<file path="src/hw/rtl/assert_macros.svh">
// Assertion macros used by the scanner frame unit.
`ifndef ASSERT_MACROS_SVH
`define ASSERT_MACROS_SVH

// Same-cycle implication, checked on every rising clock edge outside reset.
`define LSS_ASSERT_NOW(label, ante, cons) \
   label: assert property (@(posedge clock) disable iff (reset) (ante) |-> (cons)) \
      else $error("scanner assertion failed");

// Next-cycle implication, checked on every rising clock edge outside reset.
`define LSS_ASSERT_NEXT(label, ante, cons) \
   label: assert property (@(posedge clock) disable iff (reset) (ante) |=> (cons)) \
      else $error("scanner assertion failed");

`endif

</file>
<file path="src/hw/rtl/lss_pkg.sv">
// Shared types and constants of the scanner frame unit.
package lss_pkg;

   // Percent scale and duration limit
   localparam int          PCT_FULL = 100;
   localparam logic [13:0] DUR_MAX  = 14'd10000;

   // Divide by PCT_FULL as multiply and shift; exact for products up to 6400
   localparam logic [12:0] PCT_RECIP    = 13'd5243;
   localparam int          PCT_RECIP_SH = 19;

   // Configuration port
   localparam int CSR_INDEX_W = 3;
   localparam int CSR_DATA_W  = 14;

   localparam logic [CSR_INDEX_W-1:0] CSR_SWEEP_TIME     = 3'd0;
   localparam logic [CSR_INDEX_W-1:0] CSR_END_DELAY      = 3'd1;
   localparam logic [CSR_INDEX_W-1:0] CSR_SLIDER_PERCENT = 3'd2;
   localparam logic [CSR_INDEX_W-1:0] CSR_STRIP_LENGTH   = 3'd3;
   localparam logic [CSR_INDEX_W-1:0] CSR_BASE_RED       = 3'd4;
   localparam logic [CSR_INDEX_W-1:0] CSR_BASE_GREEN     = 3'd5;
   localparam logic [CSR_INDEX_W-1:0] CSR_BASE_BLUE      = 3'd6;

   // Animation phases
   localparam logic [1:0] PH_HOLD_START = 2'd0;
   localparam logic [1:0] PH_SWEEP_UP   = 2'd1;
   localparam logic [1:0] PH_HOLD_END   = 2'd2;
   localparam logic [1:0] PH_SWEEP_DOWN = 2'd3;

   // Shared divider: quotient is known to stay below 2**DIV_Q_W
   localparam int DIV_NUM_W = 32;
   localparam int DIV_DEN_W = 20;
   localparam int DIV_Q_W   = 8;
   localparam int DIV_SH_W  = DIV_DEN_W + DIV_Q_W - 1;
   localparam int DIV_CNT_W = 3;

   typedef struct packed {
      logic                 start;
      logic [DIV_NUM_W-1:0] num;
      logic [DIV_DEN_W-1:0] den;
   } div_req_type;

   typedef struct packed {
      logic               busy;
      logic               done;
      logic [DIV_Q_W-1:0] quot;
   } div_rsp_type;

endpackage

</file>
<file path="src/hw/rtl/led_strip_scanner_frame_unit.sv">
// Scanner frame unit: phase timing and per-pixel frame generation.
//
// Input channel req_*: one transfer is a tick carrying the milliseconds
// elapsed since the previous tick. Output channel rsp_*: one transfer per
// pixel of the active strip, pixel 0 first, rsp_frame_last on the final one.
// Configuration csr_*: a register is written on any clock with csr_write high.
//
// After a tick is taken the sequencer advances the phase, one phase boundary
// at a time, then runs setup (two multiply steps and one division). Each
// pixel is then emitted directly when it is dark or at full color; when it
// lies on the faded slider body it takes one pass of the shared divider per
// color channel. req_stall is high from the accepted tick until the last
// pixel has entered the output register. The output register holds its
// pixel while rsp_stall is high; the sequencer then waits with the next
// pixel ready.
// Reset, synchronous and active high, returns the phase to hold at start,
// clears the phase timer and loads the default configuration.
module led_strip_scanner_frame_unit import lss_pkg::*; #(
   parameter int MAX_PIXELS = 64
) (
   input  logic                   clock,
   input  logic                   reset,
   input  logic                   req_valid,
   output logic                   req_stall,
   input  logic [15:0]            req_elapsed_ms,
   output logic                   rsp_valid,
   input  logic                   rsp_stall,
   output logic [5:0]             rsp_pixel_index,
   output logic [7:0]             rsp_pixel_red,
   output logic [7:0]             rsp_pixel_green,
   output logic [7:0]             rsp_pixel_blue,
   output logic                   rsp_frame_last,
   input  logic                   csr_write,
   input  logic [CSR_INDEX_W-1:0] csr_index,
   input  logic [CSR_DATA_W-1:0]  csr_wdata
);

`include "assert_macros.svh"

   typedef enum logic [9:0] {
      S_IDLE  = 10'b00_0000_0001,
      S_STEP  = 10'b00_0000_0010,
      S_MUL1  = 10'b00_0000_0100,
      S_MUL2  = 10'b00_0000_1000,
      S_PDIV  = 10'b00_0001_0000,
      S_PWAIT = 10'b00_0010_0000,
      S_PIX   = 10'b00_0100_0000,
      S_FDIV  = 10'b00_1000_0000,
      S_FWAIT = 10'b01_0000_0000,
      S_EMIT  = 10'b10_0000_0000
   } state_type;

   // Configuration registers
   logic [13:0] sweep_ff, delay_ff;
   logic [6:0]  pct_ff, len_cfg_ff;
   logic [7:0]  red_ff, green_ff, blue_ff;

   // Sequencer state
   state_type   state_ff, state_in;
   logic [1:0]  phase_ff, phase_in;
   logic [16:0] pt_ff, pt_in;
   logic [5:0]  pix_ff, pix_in;
   logic [1:0]  k_ff, k_in;

   // Working values
   logic [6:0]        w_ff, w_in;
   logic [12:0]       wnum_ff, wnum_in;
   logic signed [9:0] pos_ff, pos_in;
   logic [24:0]       prod1_ff, prod1_in;
   logic [31:0]       prod2_ff, prod2_in;
   logic [19:0]       den_ff, den_in;
   logic [6:0]        wd_ff, wd_in;
   logic [7:0]        chan_ff [3];
   logic [7:0]        chan_in [3];

   // Output register
   logic       out_valid_ff, out_valid_in;
   logic [5:0] out_index_ff, out_index_in;
   logic [7:0] out_red_ff, out_red_in;
   logic [7:0] out_green_ff, out_green_in;
   logic [7:0] out_blue_ff, out_blue_in;
   logic       out_last_ff, out_last_in;

   // Clamped configuration
   logic [13:0] sweep_dur, delay_dur, dur_cur;
   logic [6:0]  len_c, pct_c;
   logic [7:0]  pct_sum;
   logic [5:0]  h;
   logic [7:0]  col [3];
   logic [7:0]  col_sel;
   logic [12:0] wnum;
   logic [25:0] wprod;
   logic [14:0] fnum;

   // Pixel geometry
   logic signed [9:0] ii, ls, hs, qv, lo, hi, dpix, wd_calc;
   logic              last_pix, lit, force_on, full_on, fade_on;

   div_req_type div_req;
   div_rsp_type div_rsp;

   lss_div u_div (
      .clock   (clock),
      .reset   (reset),
      .div_req (div_req),
      .div_rsp (div_rsp)
   );

   // Range clamps
   always_comb begin
      sweep_dur = (sweep_ff == '0) ? 14'd1 : ((sweep_ff > DUR_MAX) ? DUR_MAX : sweep_ff);
      delay_dur = (delay_ff == '0) ? 14'd1 : ((delay_ff > DUR_MAX) ? DUR_MAX : delay_ff);
      dur_cur   = phase_ff[0] ? sweep_dur : delay_dur;
      if (len_cfg_ff == '0) begin
         len_c = 7'd1;
      end else if (len_cfg_ff > 7'(MAX_PIXELS)) begin
         len_c = 7'(MAX_PIXELS);
      end else begin
         len_c = len_cfg_ff;
      end
      pct_c   = (pct_ff > 7'(PCT_FULL)) ? 7'(PCT_FULL) : pct_ff;
      pct_sum = 8'(PCT_FULL) + {1'b0, pct_c};
      h       = w_ff[6:1];
      col[0]  = red_ff;
      col[1]  = green_ff;
      col[2]  = blue_ff;
      col_sel = col[k_ff];
      wnum    = 13'(pct_c) * 13'(len_c);
      // slider width: percent of strip, divided by 100 via reciprocal
      wprod   = 26'(wnum_ff) * 26'(PCT_RECIP);
      fnum    = 15'(col_sel) * 15'(wd_ff);
   end

   // Slider geometry for the current pixel
   always_comb begin
      ii       = $signed({4'b0, pix_ff});
      ls       = $signed({3'b0, len_c});
      hs       = $signed({4'b0, h});
      qv       = ls - pos_ff;
      last_pix = pix_ff == 6'(len_c - 7'd1);
      lo       = '0;
      hi       = '0;
      dpix     = '0;
      lit      = 1'b0;
      force_on = 1'b0;
      case (phase_ff)
         PH_HOLD_START: begin
            force_on = pix_ff == '0;
         end
         PH_HOLD_END: begin
            force_on = last_pix;
         end
         PH_SWEEP_UP: begin
            lo       = pos_ff - hs;
            hi       = pos_ff + hs;
            lit      = (ii >= lo) && (ii <= hi);
            dpix     = hi - ii;
            force_on = (hi >= ls) && last_pix;
         end
         PH_SWEEP_DOWN: begin
            lo       = qv - hs;
            hi       = qv + hs;
            lit      = (ii >= lo) && (ii <= hi);
            dpix     = ii - lo;
            force_on = (lo <= 10'sd0) && (pix_ff == '0);
         end
         default: begin
            force_on = 1'b0;
         end
      endcase
      full_on = force_on || (lit && (w_ff == '0));
      fade_on = lit && !full_on;
      wd_calc = $signed({3'b0, w_ff}) - dpix;
   end

   // Shared divider requests
   always_comb begin
      div_req.start = (state_ff == S_PDIV) || (state_ff == S_FDIV);
      if (state_ff == S_PDIV) begin
         div_req.num = prod2_ff;
         div_req.den = den_ff;
      end else begin
         div_req.num = DIV_NUM_W'(fnum);
         div_req.den = DIV_DEN_W'(w_ff);
      end
   end

   // Sequencer
   always_comb begin
      state_in     = state_ff;
      phase_in     = phase_ff;
      pt_in        = pt_ff;
      pix_in       = pix_ff;
      k_in         = k_ff;
      w_in         = w_ff;
      wnum_in      = wnum_ff;
      pos_in       = pos_ff;
      prod1_in     = prod1_ff;
      prod2_in     = prod2_ff;
      den_in       = den_ff;
      wd_in        = wd_ff;
      chan_in      = chan_ff;
      out_index_in = out_index_ff;
      out_red_in   = out_red_ff;
      out_green_in = out_green_ff;
      out_blue_in  = out_blue_ff;
      out_last_in  = out_last_ff;
      // output register drains on a transfer
      out_valid_in = out_valid_ff && rsp_stall;

      case (state_ff)
         S_IDLE: begin
            if (req_valid) begin
               pt_in    = pt_ff + 17'(req_elapsed_ms);
               pix_in   = '0;
               state_in = S_STEP;
            end
         end
         S_STEP: begin
            wnum_in = wnum;
            // one phase boundary per cycle
            if (pt_ff >= 17'(dur_cur)) begin
               pt_in    = pt_ff - 17'(dur_cur);
               phase_in = phase_ff + 2'd1;
            end else begin
               state_in = S_MUL1;
            end
         end
         S_MUL1: begin
            w_in     = wprod[PCT_RECIP_SH +: 7];
            prod1_in = 25'(pt_ff) * 25'(pct_sum);
            state_in = S_MUL2;
         end
         S_MUL2: begin
            prod2_in = 32'(prod1_ff) * 32'(len_c);
            den_in   = 20'(dur_cur) * 20'(PCT_FULL);
            state_in = S_PDIV;
         end
         S_PDIV: begin
            state_in = S_PWAIT;
         end
         S_PWAIT: begin
            if (div_rsp.done) begin
               pos_in   = $signed({2'b0, div_rsp.quot}) - hs;
               state_in = S_PIX;
            end
         end
         S_PIX: begin
            k_in  = '0;
            wd_in = wd_calc[6:0];
            if (fade_on) begin
               state_in = S_FDIV;
            end else begin
               for (int c = 0; c < 3; c++) begin
                  chan_in[c] = full_on ? col[c] : 8'd0;
               end
               state_in = S_EMIT;
            end
         end
         S_FDIV: begin
            state_in = S_FWAIT;
         end
         S_FWAIT: begin
            if (div_rsp.done) begin
               chan_in[k_ff] = div_rsp.quot;
               if (k_ff == 2'd2) begin
                  state_in = S_EMIT;
               end else begin
                  k_in     = k_ff + 2'd1;
                  state_in = S_FDIV;
               end
            end
         end
         S_EMIT: begin
            // load when the output register is empty or draining
            if (!out_valid_ff || !rsp_stall) begin
               out_valid_in = 1'b1;
               out_index_in = pix_ff;
               out_red_in   = chan_ff[0];
               out_green_in = chan_ff[1];
               out_blue_in  = chan_ff[2];
               out_last_in  = last_pix;
               if (last_pix) begin
                  state_in = S_IDLE;
               end else begin
                  pix_in   = pix_ff + 6'd1;
                  state_in = S_PIX;
               end
            end
         end
         default: begin
            state_in = S_IDLE;
         end
      endcase
   end

   // Control registers and configuration
   always_ff @(posedge clock) begin
      if (reset) begin
         state_ff     <= S_IDLE;
         phase_ff     <= PH_HOLD_START;
         pt_ff        <= '0;
         out_valid_ff <= 1'b0;
         sweep_ff     <= 14'd1000;
         delay_ff     <= 14'd500;
         pct_ff       <= 7'd20;
         len_cfg_ff   <= 7'd64;
         red_ff       <= 8'd255;
         green_ff     <= 8'd0;
         blue_ff      <= 8'd0;
      end else begin
         state_ff     <= state_in;
         phase_ff     <= phase_in;
         pt_ff        <= pt_in;
         out_valid_ff <= out_valid_in;
         if (csr_write) begin
            case (csr_index)
               CSR_SWEEP_TIME:     sweep_ff   <= csr_wdata;
               CSR_END_DELAY:      delay_ff   <= csr_wdata;
               CSR_SLIDER_PERCENT: pct_ff     <= csr_wdata[6:0];
               CSR_STRIP_LENGTH:   len_cfg_ff <= csr_wdata[6:0];
               CSR_BASE_RED:       red_ff     <= csr_wdata[7:0];
               CSR_BASE_GREEN:     green_ff   <= csr_wdata[7:0];
               CSR_BASE_BLUE:      blue_ff    <= csr_wdata[7:0];
               default: begin
               end
            endcase
         end
      end
   end

   // Datapath registers
   always_ff @(posedge clock) begin
      pix_ff       <= pix_in;
      k_ff         <= k_in;
      w_ff         <= w_in;
      wnum_ff      <= wnum_in;
      pos_ff       <= pos_in;
      prod1_ff     <= prod1_in;
      prod2_ff     <= prod2_in;
      den_ff       <= den_in;
      wd_ff        <= wd_in;
      chan_ff      <= chan_in;
      out_index_ff <= out_index_in;
      out_red_ff   <= out_red_in;
      out_green_ff <= out_green_in;
      out_blue_ff  <= out_blue_in;
      out_last_ff  <= out_last_in;
   end

   assign req_stall       = state_ff != S_IDLE;
   assign rsp_valid       = out_valid_ff;
   assign rsp_pixel_index = out_index_ff;
   assign rsp_pixel_red   = out_red_ff;
   assign rsp_pixel_green = out_green_ff;
   assign rsp_pixel_blue  = out_blue_ff;
   assign rsp_frame_last  = out_last_ff;

   // The divider is only started when it is free
   `LSS_ASSERT_NOW(a_div_free, div_req.start, !div_rsp.busy)
   // A divider result only arrives while the sequencer waits for it
   `LSS_ASSERT_NOW(a_div_done_wait, div_rsp.done, (state_ff == S_PWAIT) || (state_ff == S_FWAIT))
   // A pixel waits while the output register is held
   `LSS_ASSERT_NEXT(a_emit_hold, (state_ff == S_EMIT) && out_valid_ff && rsp_stall,
      state_ff == S_EMIT)

endmodule

</file>
<file path="src/hw/rtl/lss_div.sv">
// Iterative restoring divider, one quotient bit per cycle.
module lss_div import lss_pkg::*; (
   input  logic        clock,
   input  logic        reset,
   input  div_req_type div_req,
   output div_rsp_type div_rsp
);

   logic                 busy_ff, busy_in;
   logic                 done_ff, done_in;
   logic [DIV_NUM_W-1:0] rem_ff, rem_in;
   logic [DIV_SH_W-1:0]  dsh_ff, dsh_in;
   logic [DIV_Q_W-1:0]   quot_ff, quot_in;
   logic [DIV_CNT_W-1:0] cnt_ff, cnt_in;
   logic                 fit;

   // Trial subtract of the shifted divisor
   assign fit = rem_ff >= DIV_NUM_W'(dsh_ff);

   always_comb begin
      busy_in = busy_ff;
      done_in = 1'b0;
      rem_in  = rem_ff;
      dsh_in  = dsh_ff;
      quot_in = quot_ff;
      cnt_in  = cnt_ff;
      if (div_req.start) begin
         busy_in = 1'b1;
         rem_in  = div_req.num;
         dsh_in  = {div_req.den, {(DIV_Q_W-1){1'b0}}};
         quot_in = '0;
         cnt_in  = DIV_CNT_W'(DIV_Q_W - 1);
      end else if (busy_ff) begin
         if (fit) begin
            rem_in = rem_ff - DIV_NUM_W'(dsh_ff);
         end
         quot_in = {quot_ff[DIV_Q_W-2:0], fit};
         dsh_in  = dsh_ff >> 1;
         cnt_in  = cnt_ff - 1'b1;
         if (cnt_ff == '0) begin
            busy_in = 1'b0;
            done_in = 1'b1;
         end
      end
   end

   // Control
   always_ff @(posedge clock) begin
      if (reset) begin
         busy_ff <= 1'b0;
         done_ff <= 1'b0;
      end else begin
         busy_ff <= busy_in;
         done_ff <= done_in;
      end
   end

   // Datapath
   always_ff @(posedge clock) begin
      rem_ff  <= rem_in;
      dsh_ff  <= dsh_in;
      quot_ff <= quot_in;
      cnt_ff  <= cnt_in;
   end

   assign div_rsp.busy = busy_ff;
   assign div_rsp.done = done_ff;
   assign div_rsp.quot = quot_ff;

endmodule
</file>
<file path="config.mk">
export PLATFORM = sky130hd
export DESIGN_NAME = led_strip_scanner_frame_unit
export DESIGN_NICKNAME = d
export VERILOG_FILES = /design/src/hw/rtl/lss_pkg.sv /design/src/hw/rtl/led_strip_scanner_frame_unit.sv /design/src/hw/rtl/lss_div.sv
export VERILOG_INCLUDE_DIRS = /design/src /design/src/hw/rtl
export SDC_FILE = /design/constraint.sdc
export NUM_CORES = 2
export LEC_CHECK = 0
export ABC_AREA = 1
export BUFFER_PORTS_ARGS = -buffer_cell sky130_fd_sc_hd__clkbuf_2
export CAP_MARGIN = 20
export CORE_ASPECT_RATIO = 1.1
export CORE_MARGIN = 1
export CORE_UTILIZATION = 35
export CTS_CLUSTER_SIZE = 24
export DETAILED_ROUTE_END_ITERATION = 10
export PLACE_DENSITY = 0.6
export SLEW_MARGIN = 0
export SYNTH_ARGS = -nofsm -noshare
export SYNTH_HDL_FRONTEND = slang
export SYNTH_SLANG_ARGS = --single-unit
</file>
<file path="constraint.sdc">
create_clock -name clock -period 6.7 [get_ports clock]
set_input_delay 0.67 -clock clock [delete_from_list [all_inputs] [get_ports clock]]
set_output_delay 0.67 -clock clock [all_outputs]
set_load 0.02 [all_outputs]
</file>
After elaboration in Yosys (flattened, before gate mapping)
Cells that the tools add are included.

Register bits: 343. Latch bits: 0. Bits in writable memories: 0. Memory bits (read-only): 0. Bits of input ports: 38. Output and inout bits: 33. Word-level logic and storage cells: 204. Memories kept: 0.

Add/sub/neg operators: 18. Multipliers: 6. Div/mod/pow operators: 0. Magnitude comparators: 14. Eq/ne operators: 31. Shift-type cells: 0. Multiplexer cells: 54. Bitwise operators: 2. Reduce and logical (&&, ||, !) cells: 44.

Operator list (number): 10-bit one-hot mux with 10 select lines (1); 32-bit 2-to-1 mux (3); 10-bit 2-to-1 mux (7); 14-bit 2-to-1 mux (5); 27-bit 2-to-1 mux (2); 52-bit 2-to-1 mux (1); 24-bit 2-to-1 mux (2); 8-bit 2-to-1 mux (6); 24-bit one-hot mux with 2 select lines (1); 17-bit 2-to-1 mux (2); 17-bit one-hot mux with 2 select lines (1); 32-bit by 27-bit greater-or-equal comparator with 1-bit output (1); 25-bit by 7-bit multiplier with 32-bit output (1); 32-bit by 27-bit subtractor with 32-bit output (1); 14-bit > comparator, second input constant (2); 14-bit logical NOT (2); 7-bit 2-to-1 mux (4); 13-bit by 13-bit multiplier with 26-bit output, second input constant (1); 17-bit by 8-bit multiplier with 25-bit output (1); 24-bit bitwise mux (1); 2-bit AND reduction (11); 7-bit subtractor (3); 10-bit by 7-bit adder with 10-bit output (2); 7-bit by 10-bit greater-or-equal comparator with 1-bit output (2); 63 further kinds (106).

Logic depth before layout (Yosys ltp)
Depth in word-level cells: 14. Depth in mapped cells: 39. Gate-level depth less buffers: 37.

Hierarchy
A second synthesis with hierarchy kept.

Cells, all modules: 4693. Area total of the unflattened synthesis: 37459.7 um2.

By module, submodules not included: led_strip_scanner_frame_unit (times used 1, cells each 3933, area an instance 32272.2 um2, sequential area each 7146.9 um2); lss_div (times used 1, cells each 760, area an instance 5187.5 um2, sequential area each 1961.9 um2).

Worst setup path after synthesis
Ideal clock, no wire load.

Path kind: register to register. From: register pct_ff[6]. To: register prod1_ff[22] (data pin). Setup time: 0.265 ns. Arrival time: 5.859 ns. Data required time: 6.435 ns. Slack: 0.576 ns. Cell stages (with the launch flop): 28. Path buffers: 2. Clock period less this slack: 6.124 ns. Path through: dfxtp_1 > clkinv_1 > nor3_2 > nor2_1 > inv_2 > clkbuf_1 > ha_1 > nand2_1 > nand3_1 > nand2_1 > inv_1 > buf_2 > nand2_1 > fa_1 > inv_1 > fa_1 > fa_1 > fa_1 > ha_1 > a21oi_1 > nor2_1 > a211oi_1 > o221ai_1 > a21oi_1 > inv_1 > a21oi_1 > o21ai_0 > xor2_1.

Longest elaborated chain between the ends: 4.

RTL lines: start: declaration (line led_strip_scanner_frame_unit.sv:55) `logic [6:0] pct_ff, len_cfg_ff;`; start signal: assignment (line led_strip_scanner_frame_unit.sv:320) `CSR_SLIDER_PERCENT: pct_ff <= csr_wdata[6:0];`; 7-bit > comparator (line led_strip_scanner_frame_unit.sv:121) `pct_c = (pct_ff > 7'(PCT_FULL)) ? 7'(PCT_FULL) : pct_ff;`; 7-bit 2-to-1 mux * (line led_strip_scanner_frame_unit.sv:121); 7-bit by 7-bit adder with 8-bit output * (line led_strip_scanner_frame_unit.sv:122) `pct_sum = 8'(PCT_FULL) + {1'b0, pct_c};`; 17-bit by 8-bit multiplier with 25-bit output * (line led_strip_scanner_frame_unit.sv:231) `prod1_in = 25'(pt_ff) * 25'(pct_sum);`; end signal: assignment (line led_strip_scanner_frame_unit.sv:339) `prod1_ff <= prod1_in;`; end: declaration (line led_strip_scanner_frame_unit.sv:69) `logic [24:0] prod1_ff, prod1_in;`.

Every way passes the cells marked *; elsewhere a longest branch is shown, timed or not. A chain may end at the register's enable or synchronous reset.

Final worst setup path
From: register pct_ff[1]. To: register prod1_ff[22] (data pin).

Same word-level chain as after synthesis.

==> run metrics <==
status completed; ys flop type edfxtp_1; total CTS buffers 41; RSZ-0062 raised after global routing false; GRT overflow 0; Avg Cell Area, Syn 8.36 um2; post-route minimum period a little over 6 ns; worst-path fanout max 10; vias per inst 4.95; hold crit path type in -> reg; clk sinks 342; Pins Over Slew Limit 0; CP endpoint kind flop; Yosys reg bits between 300 and 400; startpoint types flop; post-layout util 38.8%; Worst-Margin Slew between 0.9 and 1 ns; DIE HEIGHT 340 um; Fmax achieved 160 MHz; CTS tree yes; setup violators final 0; Die X 309 um; post-placement cell count 5755; leakage 19.4 nW; most frequent cells in the layout 806 x inv_1, 782 x nand2_1, 444 x ha_1; DP Area 0.0384 mm2; area grow syn2layout 9.64%; CTS clock-pin slew for the worst setup and hold paths 0.06 ns; Pre-antenna DRT Iters 6; clock insertion delay at the later pin of the skew report 0.60 ns; Rows 123; number of port buffers 70; Slowest cell on crit path fa_1; Clock Skews 0.0408 ns; Fin. Hold Viols 0; Fill cells 10.5k; number of nets in the layout 5242; Final Worst Setup Slack 0.465 ns; largest net degree at the start of global routing around 70; Clock Root Buffer clkbuf_16; relative slew slack 34.0%; arrival time worst endpoint 6.53 ns; residual DRC count 0; post-DP HPWL between 70000 and 80000 um; global placement routability congestion 0.934; async set-reset flop share out of synthesis 0%; DIE AREA 0.105 mm2; hold slack 0.326 ns; max-cap check violation count 0; critical setup path kind reg -> reg; H-tree depth 2; cell area after synthesis 0.0364 mm2; Final Non-Filler Cells just under 6k; number of I/O pins 71; Starting Density 35.4%; most common cell after layout, fill and taps aside inv_1; Final period util a little over 90%; core footprint around 0.10 mm2; final instance area between 0.03 and 0.04 mm2; Total GRT Usage 18.7%; drt wl/cell 16.7 um; cts hold-fix bufs 0; fraction of layout cells with a size suffix above 1 6.93%; # diodes 0; Worst Path Required 7.00 ns; Peak VDD IR 0.231 mV; ANT nets after route 0; number of synthesized flops with an enable pin 226; YS warnings 0; Mapped Cells 4352; DRT iter0 DRCs 2129; Vias 28.9k; first-pass GRT wire length 155000 um; PwrDens 293 mW/mm2; max incr delay on CP ~0.52 ns; synth unique cells 73; final total power 11.7 mW; total negative setup slack 0 ns; initial antenna violation count 1; sequential fraction of the synthesis area 25.0%; vias in the first global route 28.7k; synthesized net count 5168; clock tree buffer depth 3; Post-Route WL 97200 um; dpl ws 0.296 ns
[worst paths after layout]
kind / startpoint / to / slack, ns / cells after the start
worst max-delay path: pct_ff[1] / prod1_ff[22] / 0.47 / 28
worst min register to register: chan_ff[3] / rsp_pixel_blue[3] / 0.42 / 0
worst min-delay path: csr_wdata[9] / sweep_ff[9] / 0.33 / 3
worst max register to register: pct_ff[1] / prod1_ff[22] / 0.47 / 28
[final cells by class]
cell class                 count  area (um2)  area share (%)
timing repair buffer         118         743            1.86
inverter                     837        3140            7.88
tap                         1375        1720            4.31
clock inverter                24         246           0.618
clock buffer                  52        1150            2.88
sequential                   342        9110            22.9
multi-input combinational   3086       23800            59.6
[cells in the mapped netlist, drive strengths merged (11+ instances only)]
cell      n  area [um2]
dfxtp   116        2320
ha      444        5560
nand3   147         871
o21bai   13         101
a31oi    11        68.8
nand2   801        3060
inv     827        3100
o22ai    17         106
buf      29         188
a32o     12         120
xnor2    43         377
fa      334        6690
or2      14        87.6
nand4    34         219
a21oi   293        1470
nor3     27         145
nor2    415        1590
clkbuf   58         218
xor2    109         955
edfxtp  226        6790
o21ai   242        1240
a21boi   11         105
o211ai   17         133
[repair_timing]
item,CTS,global route
setup endpoints to repair,0,5
gates resized for setup,0,9
setup buffers,0,2
[worst max-delay path: cells and delay by family, from the launching register on]
| family | cells | cell delay, ns |
|---|---|---|
| compound gates | 6 | 1.16 |
| xor+xnor | 1 | 0.16 |
| fa+ha+maj | 6 | 2.57 |
| buf+inv | 6 | 0.70 |
| flops | 1 | 0.30 |
| simple gates | 9 | 1.07 |
[layer usage]
layer	track usage (%)	routed length (um)
met5	0	13
met4	5.07	2500
met3	1.94	4600
met2	32.4	47100
met1	24.5	43000
[registers in the layout (all words and copies together) (netlist names), 9 cells and up]
| name | cells |
|---|---|
| state_ff | 10 |
| delay_ff | 14 |
| prod2_ff | 32 |
| den_ff | 18 |
| pt_ff | 17 |
| u_div.rem_ff | 32 |
| chan_ff | 24 |
| wnum_ff | 13 |
| u_div.dsh_ff | 27 |
| prod1_ff | 25 |
| pos_ff | 9 |
| sweep_ff | 14 |
[cells by family (layout without fill, tap and decap cells)]
kind of cell | after synthesis | after routing | share of synthesized area (%)
fa+ha+maj | 778 | 778 | 33.7
compound gates | 687 | 687 | 10.8
mux | 1 | 1 | 0.0275
xor+xnor | 152 | 152 | 3.66
simple gates | 1468 | 1468 | 17.0
flops | 342 | 342 | 25.0
buf+inv | 924 | 1031 | 9.75
[power breakdown]
part           internal, mW  switching (mW)  leakage, nW
clock network          1.35           0.986        0.685
registers              2.56           0.254         3.01
logic                  2.58            3.94         15.7
(Power assumes the default switching activity.)
